## src/sv/ffc_pkg.sv

```systemverilog
// shared types, constants and the crc byte update of the frame checker
package ffc_pkg;

    localparam int HEADER_BYTES = 18;
    localparam int TAIL_BYTES   = 4;
    localparam int IDX_W        = 14;
    localparam int LEN_W        = 13;
    localparam int SUM_W        = 15;
    localparam int CFG_IDX_W    = 1;

    localparam logic [31:0] CRC_INIT = 32'hFFFF_FFFF;
    localparam logic [31:0] CRC_POLY = 32'hEDB8_8320;

    localparam logic [7:0] SYNC_FIRST  = 8'h52;
    localparam logic [7:0] SYNC_SECOND = 8'h47;
    localparam logic [7:0] KIND_SHORT  = 8'd1;
    localparam logic [7:0] KIND_LONG   = 8'd2;

    localparam logic [LEN_W-1:0] SHORT_LEN_RESET = 13'd28;
    localparam logic [LEN_W-1:0] LONG_LEN_RESET  = 13'd88;

    typedef enum logic [CFG_IDX_W-1:0] {
        REG_SHORT_LEN = 1'b0,
        REG_LONG_LEN  = 1'b1
    } ffc_reg_t;

    typedef enum logic [2:0] {
        ST_OK           = 3'd0,
        ST_BAD_SYNC     = 3'd1,
        ST_UNKNOWN_KIND = 3'd2,
        ST_WRONG_SIZE   = 3'd3,
        ST_BAD_LENGTH   = 3'd4,
        ST_CRC_MISMATCH = 3'd5
    } ffc_status_t;

    typedef struct packed {
        logic [LEN_W-1:0] short_len;
        logic [LEN_W-1:0] long_len;
    } ffc_cfg_t;

    // one classified item as it travels from front to back
    typedef struct packed {
        logic [7:0]       data_byte;
        logic             last_byte;
        logic [IDX_W-1:0] idx;
        logic             crc_en;
        logic             body;
    } ffc_item_t;

    // reflected crc-32, one byte
    function automatic logic [31:0] crc_byte(input logic [31:0] crc_in, input logic [7:0] b);
        logic [31:0] c;
        c = crc_in ^ {24'd0, b};
        for (int k = 0; k < 8; k++)
        begin
            c = (c >> 1) ^ (c[0] ? CRC_POLY : 32'd0);
        end
        return c;
    endfunction

endpackage

```

## src/sv/ffc_if.sv

```systemverilog
// item channels of the frame checker: frame bytes in, results out
interface ffc_in_if;
    logic       valid;
    logic       ready;
    logic [7:0] data_byte;
    logic       last_byte;

    modport source (output valid, data_byte, last_byte, input ready);
    modport sink   (input valid, data_byte, last_byte, output ready);
endinterface

interface ffc_out_if;
    logic        valid;
    logic        ready;
    logic [7:0]  payload_byte;
    logic        payload_valid;
    logic        frame_done;
    logic [2:0]  status;
    logic [7:0]  frame_version;
    logic [7:0]  frame_type;
    logic [15:0] length_field;
    logic [31:0] sequence_number;
    logic [31:0] epoch_seconds;
    logic [31:0] sub_microseconds;

    modport source (output valid, payload_byte, payload_valid, frame_done, status,
                    frame_version, frame_type, length_field, sequence_number,
                    epoch_seconds, sub_microseconds, input ready);
    modport sink   (input valid, payload_byte, payload_valid, frame_done, status,
                    frame_version, frame_type, length_field, sequence_number,
                    epoch_seconds, sub_microseconds, output ready);
endinterface

```

## src/sv/ffc_front.sv

```systemverilog
// front part: accepts frame bytes, numbers them within the frame and classifies them
module ffc_front #(
    parameter int MAX_FRAME_BYTES = 8192
) (
    input  logic                clk,
    input  logic                rst_n,
    ffc_in_if.sink              frame,
    output logic                item_valid,
    input  logic                item_ready,
    output ffc_pkg::ffc_item_t  item
);

    localparam logic [ffc_pkg::IDX_W-1:0] IDX_MAX = ffc_pkg::IDX_W'(MAX_FRAME_BYTES);

    logic [ffc_pkg::IDX_W-1:0] idx_reg;
    logic [ffc_pkg::IDX_W-1:0] idx_next;
    logic                      take;

    assign frame.ready = item_ready;
    assign item_valid  = frame.valid;
    assign take        = frame.valid && item_ready;

    always_comb
    begin
        item.data_byte = frame.data_byte;
        item.last_byte = frame.last_byte;
        item.idx       = idx_reg;
        item.crc_en    = idx_reg >= ffc_pkg::IDX_W'(ffc_pkg::TAIL_BYTES);
        item.body      = (idx_reg >= ffc_pkg::IDX_W'(ffc_pkg::HEADER_BYTES))
                         && (idx_reg < IDX_MAX);
    end

    // byte count saturates at the frame limit and restarts after the marked byte
    always_comb
    begin
        idx_next = idx_reg;
        if (take)
        begin
            if (frame.last_byte)
            begin
                idx_next = '0;
            end
            else if (idx_reg < IDX_MAX)
            begin
                idx_next = idx_reg + 1'b1;
            end
        end
    end

    always_ff @(posedge clk or negedge rst_n)
    begin
        if (!rst_n)
        begin
            idx_reg <= '0;
        end
        else
        begin
            idx_reg <= idx_next;
        end
    end

endmodule

```

## src/sv/ffc_queue.sv

```systemverilog
// short item queue between front and back
module ffc_queue #(
    parameter int  DEPTH  = 2,
    parameter type item_t = logic
) (
    input  logic  clk,
    input  logic  rst_n,
    input  logic  push_valid,
    output logic  push_ready,
    input  item_t push_item,
    output logic  pop_valid,
    input  logic  pop_ready,
    output item_t pop_item
);

    localparam int PTR_W = (DEPTH > 1) ? $clog2(DEPTH) : 1;
    localparam int CNT_W = $clog2(DEPTH + 1);
    localparam logic [PTR_W-1:0] PTR_LAST = PTR_W'(DEPTH - 1);

    item_t             mem_reg [DEPTH];
    logic [PTR_W-1:0]  wr_ptr_reg;
    logic [PTR_W-1:0]  wr_ptr_next;
    logic [PTR_W-1:0]  rd_ptr_reg;
    logic [PTR_W-1:0]  rd_ptr_next;
    logic [CNT_W-1:0]  count_reg;
    logic [CNT_W-1:0]  count_next;
    logic              push;
    logic              pop;

    assign push_ready = count_reg != CNT_W'(DEPTH);
    assign pop_valid  = count_reg != '0;
    assign pop_item   = mem_reg[rd_ptr_reg];
    assign push       = push_valid && push_ready;
    assign pop        = pop_valid && pop_ready;

    always_comb
    begin
        wr_ptr_next = wr_ptr_reg;
        rd_ptr_next = rd_ptr_reg;
        count_next  = count_reg;
        if (push)
        begin
            wr_ptr_next = (wr_ptr_reg == PTR_LAST) ? '0 : wr_ptr_reg + 1'b1;
        end
        if (pop)
        begin
            rd_ptr_next = (rd_ptr_reg == PTR_LAST) ? '0 : rd_ptr_reg + 1'b1;
        end
        if (push && !pop)
        begin
            count_next = count_reg + 1'b1;
        end
        else if (pop && !push)
        begin
            count_next = count_reg - 1'b1;
        end
    end

    always_ff @(posedge clk or negedge rst_n)
    begin
        if (!rst_n)
        begin
            wr_ptr_reg <= '0;
            rd_ptr_reg <= '0;
            count_reg  <= '0;
        end
        else
        begin
            wr_ptr_reg <= wr_ptr_next;
            rd_ptr_reg <= rd_ptr_next;
            count_reg  <= count_next;
        end
    end

    always_ff @(posedge clk)
    begin
        if (push)
        begin
            mem_reg[wr_ptr_reg] <= push_item;
        end
    end

endmodule

```

## src/sv/ffc_back.sv

```systemverilog
// back part: header capture, crc, payload pass-through and frame status
module ffc_back #(
    parameter int MAX_FRAME_BYTES = 8192
) (
    input  logic                clk,
    input  logic                rst_n,
    input  ffc_pkg::ffc_cfg_t   cfg,
    input  logic                item_valid,
    output logic                item_ready,
    input  ffc_pkg::ffc_item_t  item,
    ffc_out_if.source           result
);

    localparam int W = ffc_pkg::SUM_W;
    localparam logic [ffc_pkg::IDX_W-1:0] IDX_MAX = ffc_pkg::IDX_W'(MAX_FRAME_BYTES);

    // per-frame state
    logic [31:0] crc_reg,     crc_next;
    logic [31:0] tail_reg,    tail_next;
    logic        sync_reg,    sync_next;
    logic [7:0]  version_reg, version_next;
    logic [7:0]  type_reg,    type_next;
    logic [15:0] length_reg,  length_next;
    logic [31:0] seq_reg,     seq_next;
    logic [31:0] epoch_reg,   epoch_next;
    logic [31:0] subsec_reg,  subsec_next;

    // output register
    logic                  out_valid_reg, out_valid_next;
    logic [7:0]            out_byte_reg;
    logic                  out_pvalid_reg;
    logic                  out_done_reg;
    ffc_pkg::ffc_status_t  out_status_reg;
    logic [7:0]            out_version_reg;
    logic [7:0]            out_type_reg;
    logic [15:0]           out_length_reg;
    logic [31:0]           out_seq_reg;
    logic [31:0]           out_epoch_reg;
    logic [31:0]           out_subsec_reg;

    logic                      take;
    logic                      in_header;
    logic [4:0]                hpos;
    logic                      known;
    logic [ffc_pkg::LEN_W-1:0] plen;
    logic [W-1:0]              win_end;
    logic [W-1:0]              full_len;
    logic [ffc_pkg::IDX_W-1:0] n;
    logic                      pay_valid;
    ffc_pkg::ffc_status_t      status_next;

    assign item_ready = !out_valid_reg || result.ready;
    assign take       = item_valid && item_ready;
    assign in_header  = item.idx < ffc_pkg::IDX_W'(ffc_pkg::HEADER_BYTES);
    assign hpos       = item.idx[4:0];

    // header capture, one byte lane per position
    always_comb
    begin
        sync_next    = sync_reg;
        version_next = version_reg;
        type_next    = type_reg;
        length_next  = length_reg;
        seq_next     = seq_reg;
        epoch_next   = epoch_reg;
        subsec_next  = subsec_reg;
        if (in_header)
        begin
            case (hpos)
                5'd0:    sync_next = item.data_byte == ffc_pkg::SYNC_FIRST;
                5'd1:    sync_next = sync_reg && (item.data_byte == ffc_pkg::SYNC_SECOND);
                5'd2:    version_next = item.data_byte;
                5'd3:    type_next = item.data_byte;
                5'd4:    length_next[7:0] = item.data_byte;
                5'd5:    length_next[15:8] = item.data_byte;
                5'd6:    seq_next[7:0] = item.data_byte;
                5'd7:    seq_next[15:8] = item.data_byte;
                5'd8:    seq_next[23:16] = item.data_byte;
                5'd9:    seq_next[31:24] = item.data_byte;
                5'd10:   epoch_next[7:0] = item.data_byte;
                5'd11:   epoch_next[15:8] = item.data_byte;
                5'd12:   epoch_next[23:16] = item.data_byte;
                5'd13:   epoch_next[31:24] = item.data_byte;
                5'd14:   subsec_next[7:0] = item.data_byte;
                5'd15:   subsec_next[15:8] = item.data_byte;
                5'd16:   subsec_next[23:16] = item.data_byte;
                5'd17:   subsec_next[31:24] = item.data_byte;
                default: sync_next = sync_reg;
            endcase
        end
    end

    // crc runs four bytes behind the input through the tail line
    assign crc_next  = item.crc_en ? ffc_pkg::crc_byte(crc_reg, tail_reg[7:0]) : crc_reg;
    assign tail_next = {item.data_byte, tail_reg[31:8]};

    always_comb
    begin
        known = ((version_next == ffc_pkg::KIND_SHORT) && (type_next == ffc_pkg::KIND_SHORT))
                || ((version_next == ffc_pkg::KIND_LONG) && (type_next == ffc_pkg::KIND_LONG));
        plen      = (version_next == ffc_pkg::KIND_SHORT) ? cfg.short_len : cfg.long_len;
        win_end   = W'(ffc_pkg::HEADER_BYTES) + W'(plen);
        full_len  = win_end + W'(ffc_pkg::TAIL_BYTES);
        n         = (item.idx < IDX_MAX) ? item.idx + 1'b1 : item.idx;
        pay_valid = item.body && sync_next && known && (W'(item.idx) < win_end);

        if (!sync_next || (W'(n) < W'(ffc_pkg::HEADER_BYTES + ffc_pkg::TAIL_BYTES)))
        begin
            status_next = ffc_pkg::ST_BAD_SYNC;
        end
        else if (!known)
        begin
            status_next = ffc_pkg::ST_UNKNOWN_KIND;
        end
        else if ((n >= IDX_MAX) || (W'(n) != full_len))
        begin
            status_next = ffc_pkg::ST_WRONG_SIZE;
        end
        else if (length_next != 16'(plen))
        begin
            status_next = ffc_pkg::ST_BAD_LENGTH;
        end
        else if (~crc_next != tail_next)
        begin
            status_next = ffc_pkg::ST_CRC_MISMATCH;
        end
        else
        begin
            status_next = ffc_pkg::ST_OK;
        end
    end

    always_comb
    begin
        out_valid_next = out_valid_reg;
        if (take)
        begin
            out_valid_next = 1'b1;
        end
        else if (result.ready)
        begin
            out_valid_next = 1'b0;
        end
    end

    always_ff @(posedge clk or negedge rst_n)
    begin
        if (!rst_n)
        begin
            out_valid_reg <= 1'b0;
            crc_reg       <= ffc_pkg::CRC_INIT;
            tail_reg      <= '0;
            sync_reg      <= 1'b1;
            version_reg   <= '0;
            type_reg      <= '0;
            length_reg    <= '0;
            seq_reg       <= '0;
            epoch_reg     <= '0;
            subsec_reg    <= '0;
        end
        else
        begin
            out_valid_reg <= out_valid_next;
            if (take)
            begin
                if (item.last_byte)
                begin
                    crc_reg     <= ffc_pkg::CRC_INIT;
                    tail_reg    <= '0;
                    sync_reg    <= 1'b1;
                    version_reg <= '0;
                    type_reg    <= '0;
                    length_reg  <= '0;
                    seq_reg     <= '0;
                    epoch_reg   <= '0;
                    subsec_reg  <= '0;
                end
                else
                begin
                    crc_reg     <= crc_next;
                    tail_reg    <= tail_next;
                    sync_reg    <= sync_next;
                    version_reg <= version_next;
                    type_reg    <= type_next;
                    length_reg  <= length_next;
                    seq_reg     <= seq_next;
                    epoch_reg   <= epoch_next;
                    subsec_reg  <= subsec_next;
                end
            end
        end
    end

    // result payload, fields zero unless the item closes a frame
    always_ff @(posedge clk)
    begin
        if (take)
        begin
            out_byte_reg    <= pay_valid ? item.data_byte : 8'd0;
            out_pvalid_reg  <= pay_valid;
            out_done_reg    <= item.last_byte;
            out_status_reg  <= item.last_byte ? status_next : ffc_pkg::ST_OK;
            out_version_reg <= item.last_byte ? version_next : 8'd0;
            out_type_reg    <= item.last_byte ? type_next : 8'd0;
            out_length_reg  <= item.last_byte ? length_next : 16'd0;
            out_seq_reg     <= item.last_byte ? seq_next : 32'd0;
            out_epoch_reg   <= item.last_byte ? epoch_next : 32'd0;
            out_subsec_reg  <= item.last_byte ? subsec_next : 32'd0;
        end
    end

    assign result.valid            = out_valid_reg;
    assign result.payload_byte     = out_byte_reg;
    assign result.payload_valid    = out_pvalid_reg;
    assign result.frame_done       = out_done_reg;
    assign result.status           = out_status_reg;
    assign result.frame_version    = out_version_reg;
    assign result.frame_type       = out_type_reg;
    assign result.length_field     = out_length_reg;
    assign result.sequence_number  = out_seq_reg;
    assign result.epoch_seconds    = out_epoch_reg;
    assign result.sub_microseconds = out_subsec_reg;

    a_frame_state_cleared: assert property (@(posedge clk) disable iff (!rst_n)
        take && item.last_byte |=> crc_reg == ffc_pkg::CRC_INIT && tail_reg == 32'd0
                                   && sync_reg && length_reg == 16'd0 && seq_reg == 32'd0)
        else $error("per-frame state not cleared after the marked item");

    a_fields_zero_mid_frame: assert property (@(posedge clk) disable iff (!rst_n)
        result.valid && !result.frame_done |-> result.status == ffc_pkg::ST_OK
                                               && result.length_field == 16'd0
                                               && result.sequence_number == 32'd0)
        else $error("header fields reported on an item that does not close a frame");

    a_payload_byte_masked: assert property (@(posedge clk) disable iff (!rst_n)
        result.valid && !result.payload_valid |-> result.payload_byte == 8'd0)
        else $error("payload byte not masked outside the payload region");

endmodule

```

## src/sv/feature_frame_checker_crc32.sv

```systemverilog
// top level of the length-checked frame checker with crc-32
//
// frame: one frame byte per item, last_byte set on the final byte of a frame.
// result: one item for every frame byte. payload_valid and payload_byte pass
// bytes of the payload region through; the item for the marked byte has
// frame_done set and carries the status and the captured header fields.
// cfg_we/cfg_index/cfg_data write short_payload_length (index 0) and
// long_payload_length (index 1); the user must write them only while no frame item
// is in flight, the block does not enforce it. throughput: one item per cycle
// while result is not stalled; the crc step for a byte is combinational xor logic,
// and the front, a two-entry queue and the back output register each hand on one
// item per cycle. an accepted item is registered in the queue, then in the back
// output register. reset clears the byte count and all per-frame state and sets the
// payload lengths to 28 and 88. when result is stalled the output register holds
// its item, the queue fills, and frame.ready drops once two items wait.
module feature_frame_checker_crc32 #(
    parameter int MAX_FRAME_BYTES = 8192,
    parameter int QUEUE_DEPTH     = 2
) (
    input  logic                          clk,
    input  logic                          rst_n,
    ffc_in_if.sink                        frame,
    ffc_out_if.source                     result,
    input  logic                          cfg_we,
    input  logic [ffc_pkg::CFG_IDX_W-1:0] cfg_index,
    input  logic [ffc_pkg::LEN_W-1:0]     cfg_data
);

    ffc_pkg::ffc_cfg_t   cfg_reg;
    ffc_pkg::ffc_cfg_t   cfg_next;
    ffc_pkg::ffc_item_t  front_item;
    ffc_pkg::ffc_item_t  back_item;
    logic                front_valid;
    logic                front_ready;
    logic                back_valid;
    logic                back_ready;

    always_comb
    begin
        cfg_next = cfg_reg;
        if (cfg_we)
        begin
            unique case (ffc_pkg::ffc_reg_t'(cfg_index))
                ffc_pkg::REG_SHORT_LEN: cfg_next.short_len = cfg_data;
                ffc_pkg::REG_LONG_LEN:  cfg_next.long_len = cfg_data;
                default:                cfg_next = cfg_reg;
            endcase
        end
    end

    always_ff @(posedge clk or negedge rst_n)
    begin
        if (!rst_n)
        begin
            cfg_reg.short_len <= ffc_pkg::SHORT_LEN_RESET;
            cfg_reg.long_len  <= ffc_pkg::LONG_LEN_RESET;
        end
        else
        begin
            cfg_reg <= cfg_next;
        end
    end

    ffc_front #(
        .MAX_FRAME_BYTES (MAX_FRAME_BYTES)
    ) u_front (
        .clk        (clk),
        .rst_n      (rst_n),
        .frame      (frame),
        .item_valid (front_valid),
        .item_ready (front_ready),
        .item       (front_item)
    );

    ffc_queue #(
        .DEPTH  (QUEUE_DEPTH),
        .item_t (ffc_pkg::ffc_item_t)
    ) u_queue (
        .clk        (clk),
        .rst_n      (rst_n),
        .push_valid (front_valid),
        .push_ready (front_ready),
        .push_item  (front_item),
        .pop_valid  (back_valid),
        .pop_ready  (back_ready),
        .pop_item   (back_item)
    );

    ffc_back #(
        .MAX_FRAME_BYTES (MAX_FRAME_BYTES)
    ) u_back (
        .clk        (clk),
        .rst_n      (rst_n),
        .cfg        (cfg_reg),
        .item_valid (back_valid),
        .item_ready (back_ready),
        .item       (back_item),
        .result     (result)
    );

endmodule
```

## src/flat_wrapper.sv

```systemverilog
// flat-port wrapper written by rule: the top's interface ports become plain ports
module feature_frame_checker_crc32_flat 
#(
    parameter int MAX_FRAME_BYTES = 8192,
    parameter int QUEUE_DEPTH     = 2
)
  (clk, rst_n, cfg_we, cfg_index, cfg_data, frame_valid, frame_data_byte, frame_last_byte, frame_ready, result_valid, result_payload_byte, result_payload_valid, result_frame_done, result_status, result_frame_version, result_frame_type, result_length_field, result_sequence_number, result_epoch_seconds, result_sub_microseconds, result_ready);
  ffc_in_if frame_i ();
  ffc_out_if result_i ();
  input  logic clk;
  input  logic rst_n;
  input  logic cfg_we;
  input  logic [ffc_pkg::CFG_IDX_W-1:0] cfg_index;
  input  logic [ffc_pkg::LEN_W-1:0] cfg_data;
  input wire logic [$bits(frame_i.valid)-1:0] frame_valid;
  input wire logic [$bits(frame_i.data_byte)-1:0] frame_data_byte;
  input wire logic [$bits(frame_i.last_byte)-1:0] frame_last_byte;
  output wire logic [$bits(frame_i.ready)-1:0] frame_ready;
  output wire logic [$bits(result_i.valid)-1:0] result_valid;
  output wire logic [$bits(result_i.payload_byte)-1:0] result_payload_byte;
  output wire logic [$bits(result_i.payload_valid)-1:0] result_payload_valid;
  output wire logic [$bits(result_i.frame_done)-1:0] result_frame_done;
  output wire logic [$bits(result_i.status)-1:0] result_status;
  output wire logic [$bits(result_i.frame_version)-1:0] result_frame_version;
  output wire logic [$bits(result_i.frame_type)-1:0] result_frame_type;
  output wire logic [$bits(result_i.length_field)-1:0] result_length_field;
  output wire logic [$bits(result_i.sequence_number)-1:0] result_sequence_number;
  output wire logic [$bits(result_i.epoch_seconds)-1:0] result_epoch_seconds;
  output wire logic [$bits(result_i.sub_microseconds)-1:0] result_sub_microseconds;
  input wire logic [$bits(result_i.ready)-1:0] result_ready;
  assign frame_i.valid = frame_valid;
  assign frame_i.data_byte = frame_data_byte;
  assign frame_i.last_byte = frame_last_byte;
  assign frame_ready = frame_i.ready;
  assign result_valid = result_i.valid;
  assign result_payload_byte = result_i.payload_byte;
  assign result_payload_valid = result_i.payload_valid;
  assign result_frame_done = result_i.frame_done;
  assign result_status = result_i.status;
  assign result_frame_version = result_i.frame_version;
  assign result_frame_type = result_i.frame_type;
  assign result_length_field = result_i.length_field;
  assign result_sequence_number = result_i.sequence_number;
  assign result_epoch_seconds = result_i.epoch_seconds;
  assign result_sub_microseconds = result_i.sub_microseconds;
  assign result_i.ready = result_ready;
  feature_frame_checker_crc32 #(.MAX_FRAME_BYTES(MAX_FRAME_BYTES), .QUEUE_DEPTH(QUEUE_DEPTH)) u_core (.clk(clk), .rst_n(rst_n), .frame(frame_i), .result(result_i), .cfg_we(cfg_we), .cfg_index(cfg_index), .cfg_data(cfg_data));
endmodule
```

## config.mk

```make
export PLATFORM = sky130hd
export DESIGN_NAME = feature_frame_checker_crc32_flat
export DESIGN_NICKNAME = d
export VERILOG_FILES = /design/src/sv/ffc_pkg.sv /design/src/sv/ffc_if.sv /design/src/sv/ffc_front.sv /design/src/sv/ffc_queue.sv /design/src/sv/ffc_back.sv /design/src/sv/feature_frame_checker_crc32.sv /design/src/flat_wrapper.sv
export SDC_FILE = /design/constraint.sdc
export NUM_CORES = 1
export LEC_CHECK = 0
export BUFFER_PORTS_ARGS = -buffer_cell sky130_fd_sc_hd__buf_2
export CORE_UTILIZATION = 60
export CTS_CLUSTER_SIZE = 28
export DETAILED_ROUTE_END_ITERATION = 7
export PLACE_DENSITY = 0.8
export SYNTH_ARGS = -nofsm -noshare
export SYNTH_HDL_FRONTEND = slang
export SYNTH_SLANG_ARGS = --single-unit
```

## constraint.sdc

```tcl
create_clock -name clk -period 6.95 [get_ports clk]
set_input_delay 0.3475 -clock clk [delete_from_list [all_inputs] [get_ports clk]]
set_output_delay 0.3475 -clock clk [all_outputs]
set_load 0.01 [all_outputs]
```

==> qor.yml, run 1 <==
drt:
  drc: 0
  dr.pass1.iters: 5
  drt_iter0_markers: 1490
  viasPerCell: 6.397
  drtAntennaViolNets: 0
  vias: 15470
  drt-total-wl_um: 54180
  wire_per_inst_um: 22.40
pwr:
  leakagePower_nw: 9.606
  combPwrFrac: 0.411
  swShare: 0.3806
  clockPowerShare: 0.231
  switchingPower_w: 0.003909
  intPower_w: 0.006362
  finalPower_w: 0.01027
  ir_drop_mv: 0.2436
  cellPowerDensity_nw_per_um2: 430.0
  power_frac_seq: 0.358
synth:
  synth_top_area_frac: 0.2735
  synth_enable_flop_cells: 191
  synth_cell_types: 87
  netlist_area_um2: 20970
  ys_warn_count: 0
  synth_seq_cells: 429
  synth_area_leader_cell: "edfxtp_1"
  syn_avg_cell_area_um2: 11.77
  ys_async_sr_fraction: 0.5548
  synthTopCellsByArea: "edfxtp_1, dfrtp_1, a22o_1, dfstp_2, a211oi_1"
  synth_nets: 1833
  synthCells: 1782
  ys_seq_area_frac: 0.5599
  synth_flop_cell: "dfrtp_1"
clock_network:
  cts_setup_buffers: 0
  cts_hold_buf: 2
  cts_resized: 0
  cts_inserted_buffers: 43
  cts_num_sinks: 429
  cts_tree: "yes"
  clockBufferDepth: 3
  root_buffer: "clkbuf_16"
  clkTransAtPathRegs_ps: 60
  clk_latency_ps: 570
  cts-htree-levels: 2
worst_setup_path:
  crit_path_start_kind: "flip-flop"
  end_kind: "flip-flop"
  slowest_delay_ps: 710
  cp_data_required_time_ps: 7330
  path_max_fanout: 28
  crit_buf_inv: 3
  cp_top_family: "simple AND/OR/NAND/NOR gates"
  worstSetupPathType: "flip-flop to flip-flop"
  crit_slowest_cell: "dfrtp_2"
  worst_ep_arrival_time_ps: 6680
timing:
  fin_crit_ps: 6303
  drv_slew: 0
  tns_ps: 0
  setup_ws_ps: 646.6
  rsz0062_at_grt: "no"
  max_clock_freq_ghz: 0.1586
  setup_viol: 0
  fin_crit_sh: 0.9070
  skew_ps: 23.93
  worst_slew_pin_slew_ps: 1250
  hold_viol_final: 0
  maxSlewHeadroom: 0.1488
final_layout:
  fillers: 2405
  antenna_cells: 0
  mostFrequentLayoutCells: "nor2_1, dfrtp_1, edfxtp_1"
  seq_area_um2: 11740
  fin_cells: 2418
  final_nets: 1979
  multi_input_area_um2: 8793
  final_common_cell: "nor2_1"
  drive_gt1_frac: 0.2022
  syn_to_final_growth_pct: 13.90
  largest_register_ffs: 50
min_path:
  hp-class: "input port to flip-flop"
die:
  die_h_um: 188.9
  start_util: 0.6085
  ioPinCount: 171
  coreArea_um2: 34460
  fp.dieArea_um2: 35700
  num_rows: 68
  die-width_um: 188.9
run_status:
  status: "complete, no violations"
global_route:
  grt_pass1_wl_um: 84010
  track_usage: 0.3054
  grt_pass1_vias: 14830
  antenna_found_initial: 0
  grt_max_degree: 147
  grt_overflow: 0
placement:
  port_buffers: 170
  numPlacedInstances: 2336
  dp_slack_ps: 768.5
  finalWeightedCongestion: 0.9123
  hpwl_um: 36010
run:
  cap_violations: 0
-- worst paths after layout --
kind / startpoint / to / slack (ps) / depth (start not counted)
setup / recovery: u_core.u_queue.rd_ptr_reg / u_core.u_back.result.payload_byte[5] / 650 / 25
hold / removal: cfg_data[12] / u_core.cfg_reg[25] / 6 / 3
setup reg to reg: u_core.u_queue.rd_ptr_reg / u_core.u_back.result.payload_byte[5] / 650 / 25
hold reg to reg: u_core.u_back.length_reg[9] / u_core.u_back.length_reg[9] / 500 / 1
max in group asynchronous: rst_n / u_core.cfg_reg[8] / 5220 / 3
min in group asynchronous: rst_n / u_core.u_front.idx_reg[7] / 420 / 2
-- power groups by stage --
| stage | Sequential, W | Combinational [W] | Clock (W) |
|---|---|---|---|
| floorplan | 0.00376 | 0.00284 | 0 |
| global placement | 0.00369 | 0.00410 | 0 |
| detailed placement | 0.00371 | 0.00415 | 0 |
| CTS | 0.00367 | 0.00419 | 0.00238 |
| global route | 0.00373 | 0.00455 | 0.00248 |
| finish | 0.00368 | 0.00422 | 0.00237 |
-- worst reg2reg max path, cell delays in order (launching register included) --
cell and delay [ps]:
dfrtp_2 710, mux2i_1 440, inv_1 170, ha_1 210, nand2_1 260, a211o_4 220, a22o_1 220, buf_4 330
mux2_2 410, ha_1 210, nand2_1 130, mux2i_1 150, o211ai_1 220, buf_4 170, nand2_1 90, ha_1 310
a21o_1 190, a21oi_1 140, nor2b_1 60, o21ai_0 140, nand2b_1 80, a21oi_1 150, nor2b_1 60, o21ai_0 220
nand4_1 450, nor3_1 400
-- kinds of logic after synthesis --
group           synth area share
compound gates            0.1674
buf+inv                  0.02590
flops                     0.5599
xor+xnor                 0.07942
mux                      0.05048
simple gates              0.1032
fa+ha+maj                0.01372
-- cells in the mapped netlist, drive strengths merged, types with 25 or more instances --
cell type    n
a211oi     120
a21oi       60
a22o       153
clkbuf      96
dfrtp      199
dfstp       39
edfxtp     191
inv         26
mux2        41
mux2i       56
nand2       87
nand3       25
nor2       225
nor3        28
o21ai       65
xnor2       87
xor2        53
-- layout make-up --
cell class | instances | area share
tap | 455 | 0.02384
timing repair buffer | 213 | 0.05081
inverter | 27 | 0.004453
clock buffer | 63 | 0.05155
clock inverter | 17 | 0.009587
sequential | 429 | 0.4916
multi-input combinational | 1214 | 0.3682
-- through the flow --
step                      utilization  instance area [µm²]  hold WS (ps)
after floorplan                     -                20970         51.91
after global placement         0.6502                22400         416.6
after detailed placement       0.6502                22400         420.7
after CTS                      0.6931                23880         7.656
after global routing           0.6931                23880         6.025
final                          0.6931                23880         5.808
-- metal layers --
metal | routed length [µm] | track usage | vias up
li1 | - | - | 6921
met1 | 22380 | 0.4236 | 7619
met2 | 25390 | 0.4844 | 812
met3 | 4781 | 0.05783 | 116
met4 | 1618 | 0.1079 | 0
met5 | 0 | 0 | -
Note: power is estimated with default switching activity, not from simulation.
==> run 2, diff against run 1 <==
==> constraint.sdc (replaced) <==
create_clock -name clk -period 7.7 [get_ports clk]
set_input_delay 0.385 -clock clk [delete_from_list [all_inputs] [get_ports clk]]
set_output_delay 0.385 -clock clk [all_outputs]
set_load 0.01 [all_outputs]
==> run 2 against run 1 <==
Flip-flop and latch count did not move; non-clock buffer count fell by 2; combinational power fell by 10%; count of clock-buffer cells in the layout fell by 1; clock power fell by 11%; critical endpoint is now u_core.u_back.result.payload_byte[0]; largest power group unchanged; highest routed layer unchanged.
==> qor.yml, run 2 (synthesis gave the netlist of run 1 again) <==
placement:
  finalWeightedCongestion: 0.8997
  port_buffers: 170
  dp_slack_ps: 1021
  hpwl_um: 35760
global_route:
  grt_pass1_wl_um: 83480
  grt_overflow: 0
  grt_pass1_vias: 14620
  track_usage: 0.3030
  grt_max_degree: 102
  antenna_found_initial: 0
worst_setup_path:
  crit_buf_inv: 2
  path_max_fanout: 35
  crit_slowest_cell: "dfrtp_2"
  crit_path_start_kind: "flip-flop"
  end_kind: "flip-flop"
  r2r-start: "u_core.u_queue.rd_ptr_reg"
  worstSetupPathType: "flip-flop to flip-flop"
  cp_top_family: "simple AND/OR/NAND/NOR gates"
  worstPathCellList: "buf_4 -> nor4b_1 -> o22ai_1 -> nor3_1 -> a22o_1 -> mux2i_1 -> inv_1 -> ha_1 -> nand2_1 -> mux2i_1 -> o211ai_1 -> nand2_1 -> ha_1 -> a21o_1 -> a21oi_1 -> nor2b_1 -> o21ai_0 -> nand2b_1 -> a21oi_1 -> nor2b_1 -> o21ai_0 -> nand4_1 -> nor3_1"
  slowest_delay_ps: 860
  cp_data_required_time_ps: 8070
  crit_start: "u_core.u_queue.rd_ptr_reg"
  worst_ep_arrival_time_ps: 7180
pwr:
  cellPowerDensity_nw_per_um2: 388.8
  leakagePower_nw: 9.576
  ir_drop_mv: 0.2953
die:
  start_util: 0.6085
  num_rows: 68
  die-width_um: 188.9
  coreArea_um2: 34460
  die_h_um: 188.9
  ioPinCount: 171
  fp.dieArea_um2: 35700
drt:
  drc: 0
  vias: 15430
  dr.pass1.iters: 5
  drtAntennaViolNets: 0
  drt-total-wl_um: 54000
  wire_per_inst_um: 22.35
  viasPerCell: 6.385
  drt_iter0_markers: 1647
timing:
  fin_crit_ps: 6809
  worst_slew_pin_slew_ps: 1233
  skew_ps: 14.94
  setup_viol: 0
  maxSlewHeadroom: 0.1766
  tns_ps: 0
  fin_crit_sh: 0.8843
  setup_ws_ps: 891.2
  drv_slew: 0
  hold_viol_final: 0
  max_clock_freq_ghz: 0.1469
  rsz0062_at_grt: "no"
final_layout:
  syn_to_final_growth_pct: 13.54
  antenna_cells: 0
  final_nets: 1978
  mostFrequentLayoutCells: "nor2_1, dfrtp_1, edfxtp_1"
  multi_input_area_um2: 8793
  fillers: 2453
  drive_gt1_frac: 0.2009
  seq_area_um2: 11740
  largest_register_ffs: 50
  final_common_cell: "nor2_1"
clock_network:
  clk_latency_ps: 560
  clockBufferDepth: 3
  cts_tree: "yes"
  root_buffer: "clkbuf_16"
  cts_inserted_buffers: 44
  cts_resized: 0
  cts_hold_buf: 1
  cts_num_sinks: 429
  clkTransAtPathRegs_ps: 60
  cts-htree-levels: 2
  cts_setup_buffers: 0
run_status:
  status: "complete, no violations"
min_path:
  hp-class: "input port to flip-flop"
  hold_start: "frame_data_byte[1]"
run:
  cap_violations: 0
[run 2: worst register-to-register path, cell delays in order (launching register included)]
cell	delay [ps]
dfrtp_2	860
buf_4	420
nor4b_1	430
o22ai_1	250
nor3_1	300
a22o_1	390
mux2i_1	410
inv_1	120
ha_1	250
nand2_1	130
mux2i_1	150
o211ai_1	510
nand2_1	210
ha_1	330
a21o_1	190
a21oi_1	150
nor2b_1	60
o21ai_0	150
nand2b_1	70
a21oi_1	140
nor2b_1	50
o21ai_0	250
nand4_1	460
nor3_1	350
[run 2: final timing paths]
kind,cells after the start,endpoint,slack [ps]
worst max-delay path,23,u_core.u_back.result.payload_byte[0],890
max in group asynchronous,3,u_core.u_back.seq_reg[4],5780
min in group asynchronous,2,u_core.u_back.tail_reg[4],440
worst min register to register,1,u_core.u_back.length_reg[11],500
worst max register to register,23,u_core.u_back.result.payload_byte[0],890
worst min-delay path,1,u_core.u_queue.mem_reg[0][18],20
[run 2: layout make-up]
cell class / instances / share of cell area
inverter: 27 / 0.004467
clock buffer: 62 / 0.05098
clock inverter: 18 / 0.008934
timing repair buffer: 211 / 0.04919
multi-input combinational: 1214 / 0.3694
tap: 455 / 0.02391
sequential: 429 / 0.4932
[run 2: per-stage QoR]
| step | cells | util | area, µm² | hold slack, ps | power [W] |
|---|---|---|---|---|---|
| 4_1_cts | 2416 | 0.6909 | 23810 | 5.295 | 0.009236 |
| 5_1_grt | 2416 | 0.6909 | 23810 | 11.33 | 0.009683 |
| 6_report | 2416 | 0.6909 | 23810 | 17.36 | 0.009257 |
| 3_3_place_gp | 2335 | 0.6492 | 22370 | 444.7 | 0.007006 |
| 2_1_floorplan | 1782 | - | 20970 | 89.41 | 0.005963 |
| 3_5_place_dp | 2335 | 0.6492 | 22370 | 450.0 | 0.007095 |
[run 2: routing by layer]
metal,wire (µm),global-route usage,vias up
met4,1717,0.09926,0
li1,-,-,6923
met1,22550,0.4340,7554
met5,0,0,-
met2,24880,0.4730,818
met3,4857,0.05190,131
[run 2: power by group]
| part | switching [W] | leakage, nW | internal [W] |
|---|---|---|---|
| logic | 0.00231 | 3.87 | 0.00149 |
| registers | 0.000339 | 5.01 | 0.00299 |
| clock network | 0.000883 | 0.690 | 0.00124 |
| total | 0.00354 | 9.58 | 0.00572 |
